==> src/hdl/assert_macros.svh <==
// Assertion macros for the files that carry concurrent checks.
// No dependencies; taken in by `include where assertions are written.
`ifndef ASSERT_MACROS_SVH
`define ASSERT_MACROS_SVH

// The expression must hold at every clock edge outside reset.
`define ASSERT_ALWAYS(lbl, clk, rst_n, expr, msg) \
    lbl: assert property (@(posedge clk) disable iff (!rst_n) (expr)) else $error(msg);

// When the antecedent holds, the consequent must hold at the next edge.
`define ASSERT_NEXT(lbl, clk, rst_n, ante, cons, msg) \
    lbl: assert property (@(posedge clk) disable iff (!rst_n) (ante) |=> (cons)) else $error(msg);

`endif

==> src/hdl/psl_pkg.sv <==
// Types and constants for the packet sequence loss monitor.
// No dependencies; imported by the controller, datapath, divider and top level.
package psl_pkg;

    localparam logic [15:0] WIN_TICKS_RST = 16'd2000;
    localparam logic [15:0] TICK_MAX      = 16'hFFFF;
    localparam logic [16:0] RATIO_ONE     = 17'h10000;
    localparam int          QUOT_W        = 16;
    localparam int          OUT_TDATA_W   = 56;

    localparam logic OP_PKT  = 1'b0;
    localparam logic OP_TICK = 1'b1;

    // Commands from the controller to the datapath.
    typedef struct packed {
        logic load_in;
        logic eval;
        logic close;
        logic div_start;
        logic take_quot;
        logic load_out;
    } t_cmd;

    // Status from the datapath to the controller.
    typedef struct packed {
        logic close;
        logic drops_zero;
        logic span_zero;
        logic sat;
        logic div_busy;
    } t_sts;

endpackage

==> src/hdl/psl_div.sv <==
// Restoring divider producing a 16-bit quotient, one bit per cycle.
// Depends on psl_pkg; the dividend must be below the divisor.
module psl_div (
    input  logic                        i_clk,
    input  logic                        i_rst_n,
    input  logic                        i_start,
    input  logic [31:0]                 i_dividend,
    input  logic [31:0]                 i_divisor,
    output logic                        o_busy,
    output logic [psl_pkg::QUOT_W-1:0]  o_quot
);
    import psl_pkg::*;

    localparam int CNT_W = $clog2(QUOT_W + 1);

    logic [31:0]       r_rem, n_rem;
    logic [31:0]       r_div, n_div;
    logic [QUOT_W-1:0] r_quot, n_quot;
    logic [CNT_W-1:0]  r_cnt, n_cnt;
    logic [32:0]       w_shift;
    logic [32:0]       w_diff;

    assign w_shift = {r_rem, 1'b0};
    assign w_diff  = w_shift - {1'b0, r_div};

    always_comb begin
        n_rem  = r_rem;
        n_div  = r_div;
        n_quot = r_quot;
        n_cnt  = r_cnt;
        if (i_start) begin
            n_rem  = i_dividend;
            n_div  = i_divisor;
            n_quot = '0;
            n_cnt  = CNT_W'(QUOT_W);
        end else if (r_cnt != '0) begin
            // The partial remainder stays below the divisor, so it fits 32 bits.
            if (!w_diff[32]) begin
                n_rem  = w_diff[31:0];
                n_quot = {r_quot[QUOT_W-2:0], 1'b1};
            end else begin
                n_rem  = w_shift[31:0];
                n_quot = {r_quot[QUOT_W-2:0], 1'b0};
            end
            n_cnt = r_cnt - CNT_W'(1);
        end
    end

    always_ff @(posedge i_clk) begin
        if (!i_rst_n) begin
            r_cnt <= '0;
        end else begin
            r_cnt <= n_cnt;
        end
        r_rem  <= n_rem;
        r_div  <= n_div;
        r_quot <= n_quot;
    end

    assign o_busy = (r_cnt != '0);
    assign o_quot = r_quot;

endmodule

==> src/hdl/psl_dp.sv <==
// Datapath of the loss monitor: tracker state, window counters and output words.
// Depends on psl_pkg and psl_div; driven by commands from psl_ctrl.
module psl_dp (
    input  logic                i_clk,
    input  logic                i_rst_n,
    input  logic                i_cfg_we,
    input  logic [15:0]         i_cfg_wdata,
    input  logic                i_in_op,
    input  logic [31:0]         i_in_seq,
    input  psl_pkg::t_cmd       i_cmd,
    output psl_pkg::t_sts       o_sts,
    output logic                o_lost,
    output logic [31:0]         o_total,
    output logic [16:0]         o_ratio,
    output logic                o_updated
);
    import psl_pkg::*;

    logic        r_op;
    logic [31:0] r_seq;
    logic [15:0] r_win_ticks, n_win_ticks;
    logic        r_seen, n_seen;
    logic [31:0] r_last, n_last;
    logic [31:0] r_start, n_start;
    logic [31:0] r_wdrops, n_wdrops;
    logic [31:0] r_total, n_total;
    logic [16:0] r_ratio, n_ratio;
    logic [15:0] r_elapsed, n_elapsed;
    logic [31:0] r_span, n_span;
    logic        r_lost, n_lost;
    logic        r_close, n_close;
    logic        r_o_lost;
    logic [31:0] r_o_total;
    logic [16:0] r_o_ratio;
    logic        r_o_updated;

    logic [31:0]       w_gap;
    logic              w_ahead;
    logic              w_div_busy;
    logic [QUOT_W-1:0] w_quot;

    // Sequence minus last minus one, as a single add.
    assign w_gap   = r_seq + ~r_last;
    assign w_ahead = (r_seq > r_last);

    always_comb begin
        n_win_ticks = i_cfg_we ? i_cfg_wdata : r_win_ticks;
        n_seen      = r_seen;
        n_last      = r_last;
        n_start     = r_start;
        n_wdrops    = r_wdrops;
        n_total     = r_total;
        n_ratio     = r_ratio;
        n_elapsed   = r_elapsed;
        n_span      = r_span;
        n_lost      = r_lost;
        n_close     = r_close;

        if (i_cmd.eval) begin
            if (r_op == OP_TICK) begin
                n_lost  = 1'b0;
                n_close = 1'b0;
                if (r_seen && r_elapsed != TICK_MAX) begin
                    n_elapsed = r_elapsed + 16'd1;
                end
            end else begin
                n_lost = 1'b0;
                if (!r_seen) begin
                    n_seen  = 1'b1;
                    n_start = r_seq;
                    n_span  = '0;
                end else begin
                    n_span = r_seq - r_start;
                    if (w_ahead && w_gap != '0) begin
                        n_lost   = 1'b1;
                        n_wdrops = r_wdrops + w_gap;
                        n_total  = r_total + w_gap;
                    end
                end
                n_last  = r_seq;
                n_close = (r_elapsed >= r_win_ticks);
            end
        end

        if (i_cmd.close) begin
            n_wdrops  = '0;
            n_start   = r_last;
            n_elapsed = '0;
            if (o_sts.drops_zero) begin
                n_ratio = '0;
            end else if (!o_sts.span_zero && o_sts.sat) begin
                n_ratio = RATIO_ONE;
            end
        end

        if (i_cmd.take_quot) begin
            n_ratio = {1'b0, w_quot};
        end
    end

    always_ff @(posedge i_clk) begin
        if (!i_rst_n) begin
            r_win_ticks <= WIN_TICKS_RST;
            r_seen      <= 1'b0;
            r_last      <= '0;
            r_start     <= '0;
            r_wdrops    <= '0;
            r_total     <= '0;
            r_ratio     <= '0;
            r_elapsed   <= '0;
            r_span      <= '0;
            r_lost      <= 1'b0;
            r_close     <= 1'b0;
        end else begin
            r_win_ticks <= n_win_ticks;
            r_seen      <= n_seen;
            r_last      <= n_last;
            r_start     <= n_start;
            r_wdrops    <= n_wdrops;
            r_total     <= n_total;
            r_ratio     <= n_ratio;
            r_elapsed   <= n_elapsed;
            r_span      <= n_span;
            r_lost      <= n_lost;
            r_close     <= n_close;
        end
        if (i_cmd.load_in) begin
            r_op  <= i_in_op;
            r_seq <= i_in_seq;
        end
        if (i_cmd.load_out) begin
            r_o_lost    <= r_lost;
            r_o_total   <= r_total;
            r_o_ratio   <= r_ratio;
            r_o_updated <= r_close;
        end
    end

    psl_div u_div (
        .i_clk      (i_clk),
        .i_rst_n    (i_rst_n),
        .i_start    (i_cmd.div_start),
        .i_dividend (r_wdrops),
        .i_divisor  (r_span),
        .o_busy     (w_div_busy),
        .o_quot     (w_quot)
    );

    assign o_sts.close      = r_close;
    assign o_sts.drops_zero = (r_wdrops == '0);
    assign o_sts.span_zero  = (r_span == '0);
    assign o_sts.sat        = (r_wdrops >= r_span);
    assign o_sts.div_busy   = w_div_busy;

    assign o_lost    = r_o_lost;
    assign o_total   = r_o_total;
    assign o_ratio   = r_o_ratio;
    assign o_updated = r_o_updated;

endmodule

==> src/hdl/psl_ctrl.sv <==
// Controller of the loss monitor: sequences one word through evaluate,
// window close, optional division and output load. Depends on psl_pkg.
module psl_ctrl (
    input  logic           i_clk,
    input  logic           i_rst_n,
    input  logic           i_in_valid,
    output logic           o_in_ready,
    input  logic           i_out_ready,
    output logic           o_out_valid,
    input  psl_pkg::t_sts  i_sts,
    output psl_pkg::t_cmd  o_cmd
);
    import psl_pkg::*;

    localparam logic [2:0] ST_IDLE  = 3'd0;
    localparam logic [2:0] ST_EVAL  = 3'd1;
    localparam logic [2:0] ST_CLOSE = 3'd2;
    localparam logic [2:0] ST_DIV   = 3'd3;
    localparam logic [2:0] ST_EMIT  = 3'd4;

    logic [2:0] r_state, n_state;
    logic       r_out_valid, n_out_valid;

    always_comb begin
        n_state     = r_state;
        n_out_valid = r_out_valid && !i_out_ready;
        o_cmd       = '0;
        o_in_ready  = 1'b0;
        case (r_state)
            ST_IDLE: begin
                o_in_ready = 1'b1;
                if (i_in_valid) begin
                    o_cmd.load_in = 1'b1;
                    n_state       = ST_EVAL;
                end
            end
            ST_EVAL: begin
                o_cmd.eval = 1'b1;
                n_state    = ST_CLOSE;
            end
            ST_CLOSE: begin
                if (!i_sts.close) begin
                    n_state = ST_EMIT;
                end else begin
                    o_cmd.close = 1'b1;
                    // Only nonzero drops below a nonzero span need the divider.
                    if (i_sts.drops_zero || i_sts.span_zero || i_sts.sat) begin
                        n_state = ST_EMIT;
                    end else begin
                        o_cmd.div_start = 1'b1;
                        n_state         = ST_DIV;
                    end
                end
            end
            ST_DIV: begin
                if (!i_sts.div_busy) begin
                    o_cmd.take_quot = 1'b1;
                    n_state         = ST_EMIT;
                end
            end
            ST_EMIT: begin
                if (!r_out_valid || i_out_ready) begin
                    o_cmd.load_out = 1'b1;
                    n_out_valid    = 1'b1;
                    n_state        = ST_IDLE;
                end
            end
            default: begin
                n_state = ST_IDLE;
            end
        endcase
    end

    always_ff @(posedge i_clk) begin
        if (!i_rst_n) begin
            r_state     <= ST_IDLE;
            r_out_valid <= 1'b0;
        end else begin
            r_state     <= n_state;
            r_out_valid <= n_out_valid;
        end
    end

    assign o_out_valid = r_out_valid;

endmodule

==> src/hdl/packet_sequence_loss_monitor_unit.sv <==
// Packet sequence loss monitor. A word enters in idle and goes through evaluate and window
// close; its result is registered at output load, after the 16-step ratio divider when it
// closes a window that needs it. A new word waits until the last is through; a held
// result stalls the next word at its output load. Synchronous active-low reset clears all
// tracker state and counters and sets the window length to 2000 ticks; no clearing pass.
// Depends on psl_pkg, psl_ctrl, psl_dp, psl_div and assert_macros.svh.
`include "assert_macros.svh"

module packet_sequence_loss_monitor_unit (
    input  logic                                i_clk,
    input  logic                                i_rst_n,
    input  logic                                i_cfg_we,
    input  logic [15:0]                         i_cfg_wdata,     // window_ticks
    input  logic                                s_axis_tvalid,
    output logic                                s_axis_tready,
    input  logic [31:0]                         s_axis_tdata,    // [31:0] sequence_req
    input  logic [0:0]                          s_axis_tuser,    // [0] operation
    output logic                                m_axis_tvalid,
    input  logic                                m_axis_tready,
    output logic [psl_pkg::OUT_TDATA_W-1:0]     m_axis_tdata,    // [31:0] total_drops,
                                                                 // [48:32] loss_rate, pad
    output logic [1:0]                          m_axis_tuser     // [0] packet_lost,
                                                                 // [1] rate_updated
);
    import psl_pkg::*;

    t_cmd        w_cmd;
    t_sts        w_sts;
    logic        w_lost;
    logic [31:0] w_total;
    logic [16:0] w_ratio;
    logic        w_updated;

    psl_ctrl u_ctrl (
        .i_clk       (i_clk),
        .i_rst_n     (i_rst_n),
        .i_in_valid  (s_axis_tvalid),
        .o_in_ready  (s_axis_tready),
        .i_out_ready (m_axis_tready),
        .o_out_valid (m_axis_tvalid),
        .i_sts       (w_sts),
        .o_cmd       (w_cmd)
    );

    psl_dp u_dp (
        .i_clk       (i_clk),
        .i_rst_n     (i_rst_n),
        .i_cfg_we    (i_cfg_we),
        .i_cfg_wdata (i_cfg_wdata),
        .i_in_op     (s_axis_tuser[0]),
        .i_in_seq    (s_axis_tdata),
        .i_cmd       (w_cmd),
        .o_sts       (w_sts),
        .o_lost      (w_lost),
        .o_total     (w_total),
        .o_ratio     (w_ratio),
        .o_updated   (w_updated)
    );

    assign m_axis_tdata = {{(OUT_TDATA_W - 49){1'b0}}, w_ratio, w_total};
    assign m_axis_tuser = {w_updated, w_lost};

    `ASSERT_ALWAYS(a_ratio_max, i_clk, i_rst_n, !m_axis_tvalid || (m_axis_tdata[48:32] <= RATIO_ONE), "loss rate above 1.0")
    `ASSERT_NEXT(a_one_word, i_clk, i_rst_n, s_axis_tvalid && s_axis_tready, !s_axis_tready, "second word taken while one is in work")
    `ASSERT_ALWAYS(a_div_close, i_clk, i_rst_n, !w_cmd.div_start || (w_sts.close && !w_sts.sat && !w_sts.span_zero), "divider started without a window close")

endmodule
==> config.mk <==
export PLATFORM = sky130hd
export DESIGN_NAME = packet_sequence_loss_monitor_unit
export DESIGN_NICKNAME = d
export VERILOG_FILES = /design/src/hdl/psl_pkg.sv /design/src/hdl/psl_div.sv /design/src/hdl/psl_dp.sv /design/src/hdl/psl_ctrl.sv /design/src/hdl/packet_sequence_loss_monitor_unit.sv
export VERILOG_INCLUDE_DIRS = /design/src /design/src/hdl
export SDC_FILE = /design/constraint.sdc
export NUM_CORES = 1
export LEC_CHECK = 0
export BUFFER_PORTS_ARGS = -buffer_cell sky130_fd_sc_hd__buf_2
export CORE_MARGIN = 3
export CORE_UTILIZATION = 50
export DETAILED_ROUTE_END_ITERATION = 16
export GPL_TIMING_DRIVEN = 0
export PLACE_DENSITY = 0.67
export SYNTH_ARGS = -nofsm -noshare
export SYNTH_HDL_FRONTEND = slang
export SYNTH_SLANG_ARGS = --single-unit
==> constraint.sdc <==
create_clock -name i_clk -period 5 [get_ports i_clk]
set_input_delay 0.5 -clock i_clk [delete_from_list [all_inputs] [get_ports i_clk]]
set_output_delay 0.5 -clock i_clk [all_outputs]
set_load 0.01 [all_outputs]
==> impl_metrics.prom <==
# TYPE chip_impl_metric gauge
chip_impl_info{name="run_status",value="finished, final reports clean"} 1
chip_impl_metric{name="async_flop_share",unit="%"} 0
chip_impl_metric{name="std_cell_rows",unit=""} 79
chip_impl_metric{name="synth_area",unit="µm²"} 23800
chip_impl_info{name="timing.critical_path.cells",value="ha_4 -> inv_1 -> fa_2 -> nand2b_4 -> a211o_4 -> a211oi_4 -> buf_4 -> o21a_4 -> a21o_4 -> xor2_4 -> ha_1 -> a21o_1 -> nor2_1 -> o311a_1 -> a211oi_2 -> o21ai_2 -> a31oi_2 -> o21ai_1 -> xor2_1 -> or3_1 -> a21oi_1"} 1
chip_impl_info{name="tritoncts",value="yes"} 1
chip_impl_metric{name="layout.core_utilization",unit="%"} 58.33
chip_impl_info{name="leading_cell_type_in_the_layout_fill_and_taps_excluded",value="sky130_fd_sc_hd__nor2_1"} 1
chip_impl_metric{name="worst_slack",unit="ns"} 0.08060
chip_impl_metric{name="initial_core_util",unit="%"} 50.91
chip_impl_metric{name="antennaDiodeCount",unit=""} 0
chip_impl_metric{name="final_antenna_net_count",unit=""} 0
chip_impl_metric{name="cap_viol_max_count",unit=""} 0
chip_impl_metric{name="antenna_found_initial",unit=""} 0
chip_impl_metric{name="worst_ep_required_time",unit="ns"} 5.51
chip_impl_metric{name="nNetsFinal",unit=""} 3114
chip_impl_metric{name="worst_slew_margin_rel",unit="%"} 4.022
chip_impl_info{name="cts_root_buffer",value="sky130_fd_sc_hd__clkbuf_16"} 1
chip_impl_metric{name="first_pass_iters",unit=""} 6
chip_impl_metric{name="hold_slack",unit="ns"} 0.08758
chip_impl_info{name="mostFrequentLayoutCells",value="sky130_fd_sc_hd__nor2_1 (258), sky130_fd_sc_hd__dfxtp_1 (237), sky130_fd_sc_hd__nand2_1 (235)"} 1
chip_impl_metric{name="finalWorstPathRequiredPeriod",unit="ns"} 4.919
chip_impl_info{name="ys.flop_type",value="sky130_fd_sc_hd__dfxtp_1"} 1
chip_impl_info{name="crit_path_kind",value="reg -> reg"} 1
chip_impl_metric{name="hold_buffer_count_at_cts",unit=""} 0
chip_impl_metric{name="clk_latency",unit="ns"} 0.59
chip_impl_metric{name="setup_tns",unit="ns"} 0
chip_impl_info{name="cpMaxStageDelayCell",value="sky130_fd_sc_hd__edfxtp_1"} 1
chip_impl_info{name="grt_setup_unrepaired",value="true"} 1
chip_impl_metric{name="worst_setup_hold_path_clk_slew",unit="ns"} 0.06
chip_impl_metric{name="stdcell_area",unit="µm²"} 27270
chip_impl_metric{name="first_pass_grt_wire_length",unit="µm"} 107900
chip_impl_metric{name="core_region_area",unit="µm²"} 46750
chip_impl_metric{name="tritoncts_num_sinks",unit=""} 385
chip_impl_metric{name="worst-slew-pin-transition",unit="ns"} 1.420
chip_impl_metric{name="detailed_place_hpwl",unit="µm"} 53630
chip_impl_metric{name="first_global_vias",unit=""} 19576
chip_impl_metric{name="peakVddDrop",unit="V"} 0.0002824
chip_impl_metric{name="avgViaCountPerCell",unit=""} 5.867
chip_impl_metric{name="report.power.total",unit="mW"} 10.92
chip_impl_metric{name="finalHoldViolCount",unit=""} 0
chip_impl_metric{name="synth.lib_cells_used.distinct",unit=""} 80
chip_impl_metric{name="timing.final.max_slew_violations",unit=""} 0
chip_impl_metric{name="path_max_fanout",unit=""} 7
chip_impl_metric{name="setup-violations-final",unit=""} 0
chip_impl_metric{name="globalRouteOverflowTotal",unit=""} 0
chip_impl_metric{name="port_buffer_count",unit=""} 105
chip_impl_metric{name="final_routed_wire_length_divided_by_cell_count",unit="µm"} 20.04
chip_impl_metric{name="drc_errors",unit=""} 0
chip_impl_metric{name="final_layout_fill_cell_count",unit=""} 4138
chip_impl_metric{name="cts_made_buffers",unit=""} 44
chip_impl_metric{name="dpl_cell_area",unit="µm²"} 25140
chip_impl_metric{name="wl",unit="µm"} 69750
chip_impl_metric{name="num_io_pins",unit=""} 114
chip_impl_metric{name="area_growth_syn_to_layout",unit="%"} 14.58
chip_impl_metric{name="die_y",unit="µm"} 224.2
chip_impl_metric{name="dp_cells",unit=""} 3383
chip_impl_info{name="min_path_type",value="in -> reg"} 1
chip_impl_metric{name="synthesis.area_per_instance",unit="µm²"} 8.935
chip_impl_metric{name="grt_start_max_net_pins",unit=""} 43
chip_impl_metric{name="finalNonFillerCells",unit=""} 3480
chip_impl_metric{name="slowest_delay",unit="ns"} 0.51
chip_impl_metric{name="detailedRoute.firstIterationViolations",unit=""} 1580
chip_impl_metric{name="synth-edff-count",unit=""} 148
chip_impl_info{name="timing.critical_path.from_type",value="register"} 1
chip_impl_metric{name="leakage",unit="nW"} 11.39
chip_impl_metric{name="vias",unit=""} 20418
chip_impl_metric{name="finalWeightedCongestion",unit=""} 0.9110
chip_impl_metric{name="ctsLongestPathBuffers",unit=""} 3
chip_impl_metric{name="grt_util_all_layers",unit="%"} 27.10
chip_impl_metric{name="seq_area_frac_synth",unit="%"} 38.61
chip_impl_metric{name="final_min_period_over_clock_period",unit="%"} 98.39
chip_impl_metric{name="yosys_register_bits",unit=""} 385
chip_impl_metric{name="die-area",unit="µm²"} 50260
chip_impl_metric{name="crit_buf_inv",unit=""} 2
chip_impl_metric{name="share_of_final_layout_standard_cells_stronger_than_drive_strength_1",unit="%"} 10.41
chip_impl_metric{name="detailedPlace.worstSlack",unit="ns"} -0.7365
chip_impl_metric{name="die-width",unit="µm"} 224.2
chip_impl_metric{name="pwr_density_cell",unit="nW/µm²"} 400.3
chip_impl_info{name="crit_path_end_kind",value="register"} 1
chip_impl_metric{name="syn-instance-count",unit=""} 2664
chip_impl_metric{name="cp.arrival",unit="ns"} 5.43
chip_impl_metric{name="ys_warn_count",unit=""} 0
chip_impl_metric{name="finClkSkew",unit="ns"} 0.03258
chip_impl_metric{name="max_freq",unit="GHz"} 0.2033
chip_impl_metric{name="htree_levels",unit=""} 2
chip_impl_info{name="critical-path-top-delay-family",value="compound AO/OA/AOI/OAI gates"} 1
-- synth_stat cells, drive strengths merged, types with 35 or more instances --
cell | number | area share (%)
clkbuf | 75 | 1.2
mux2i | 115 | 4.8
a21o | 80 | 2.5
a211oi | 58 | 1.9
xnor2 | 86 | 3.2
inv | 197 | 3.1
nand2 | 235 | 3.7
dfxtp | 237 | 20
xor2 | 57 | 2.1
nand3 | 41 | 0.86
a21oi | 242 | 5.1
edfxtp | 148 | 19
ha | 218 | 11
nor2 | 260 | 4.1
nor3 | 35 | 0.74
o21ai | 135 | 2.8
-- registers in the layout (all words and copies together), names as in the netlist, 3 cells and up --
register           count
u_dp.o_total          32
u_dp.r_last           32
u_dp.r_seq            32
u_dp.r_span           32
u_dp.r_start          32
u_dp.r_total          32
u_dp.r_wdrops         32
u_dp.u_div.r_div      32
u_dp.u_div.r_rem      32
u_dp.o_ratio          17
u_dp.r_ratio          17
u_dp.r_elapsed        16
u_dp.r_win_ticks      16
u_dp.u_div.o_quot     16
u_dp.u_div.r_cnt       5
u_ctrl.r_state         3
-- power by group --
part           leakage, nW  total [mW]  internal, mW  switching (mW)
clock                0.749        3.48          2.15            1.33
combinational         7.32        3.53          1.36            2.17
sequential            3.32        3.90          3.69           0.210
-- routing by layer --
layer / wire, µm / GRT usage (%) / up-vias
met2: 32160 / 44.97 / 571
li1: - / - / 9920
met4: 2474 / 9.268 / 0
met3: 4093 / 4.783 / 141
met5: 0 / 0 / -
met1: 31020 / 35.92 / 9786
-- layout make-up --
type	count	area (µm²)	area share, %
well taps	607	759.5	2.785
repair buffers	124	680.7	2.496
plain buffers	101	461.7	1.693
multi-input cells	1983	13880	50.91
clock buffers	58	1195	4.381
clock inverters	24	359.1	1.317
inverters	198	743.2	2.725
flip-flops and latches	385	9189	33.69
-- path summary, 6_finish.rpt --
check | startpoint | cells after the start | endpoint | slack, ns
setup / recovery | u_dp.r_seq[0] | 21 | u_dp.r_wdrops[31] | 0.08
hold reg to reg | u_dp.r_lost | 0 | u_dp.o_lost | 0.43
setup reg to reg | u_dp.r_seq[0] | 21 | u_dp.r_wdrops[31] | 0.08
hold / removal | s_axis_tdata[26] | 1 | u_dp.r_seq[26] | 0.09
-- logic make-up (layout without fill, tap and decap cells) --
family	count (synthesis)	in the layout	synth area share, %
AO/OA/AOI/OAI	721	721	19.22
buffers and inverters	303	505	5.104
multiplexers	121	121	5.120
other	1	7	0.01576
AND/OR/NAND/NOR	767	768	14.79
adder cells (fa/ha/maj)	223	223	11.88
XOR/XNOR	143	143	5.262
flip-flops	385	385	38.61
-- what timing repair did --
action,CTS,global route
endpoints found under the setup margin,90,60
cloned,0,1
resized for setup,39,50
pin swaps,3,17
buffers inserted,6,12
(Power assumes the default switching activity.)
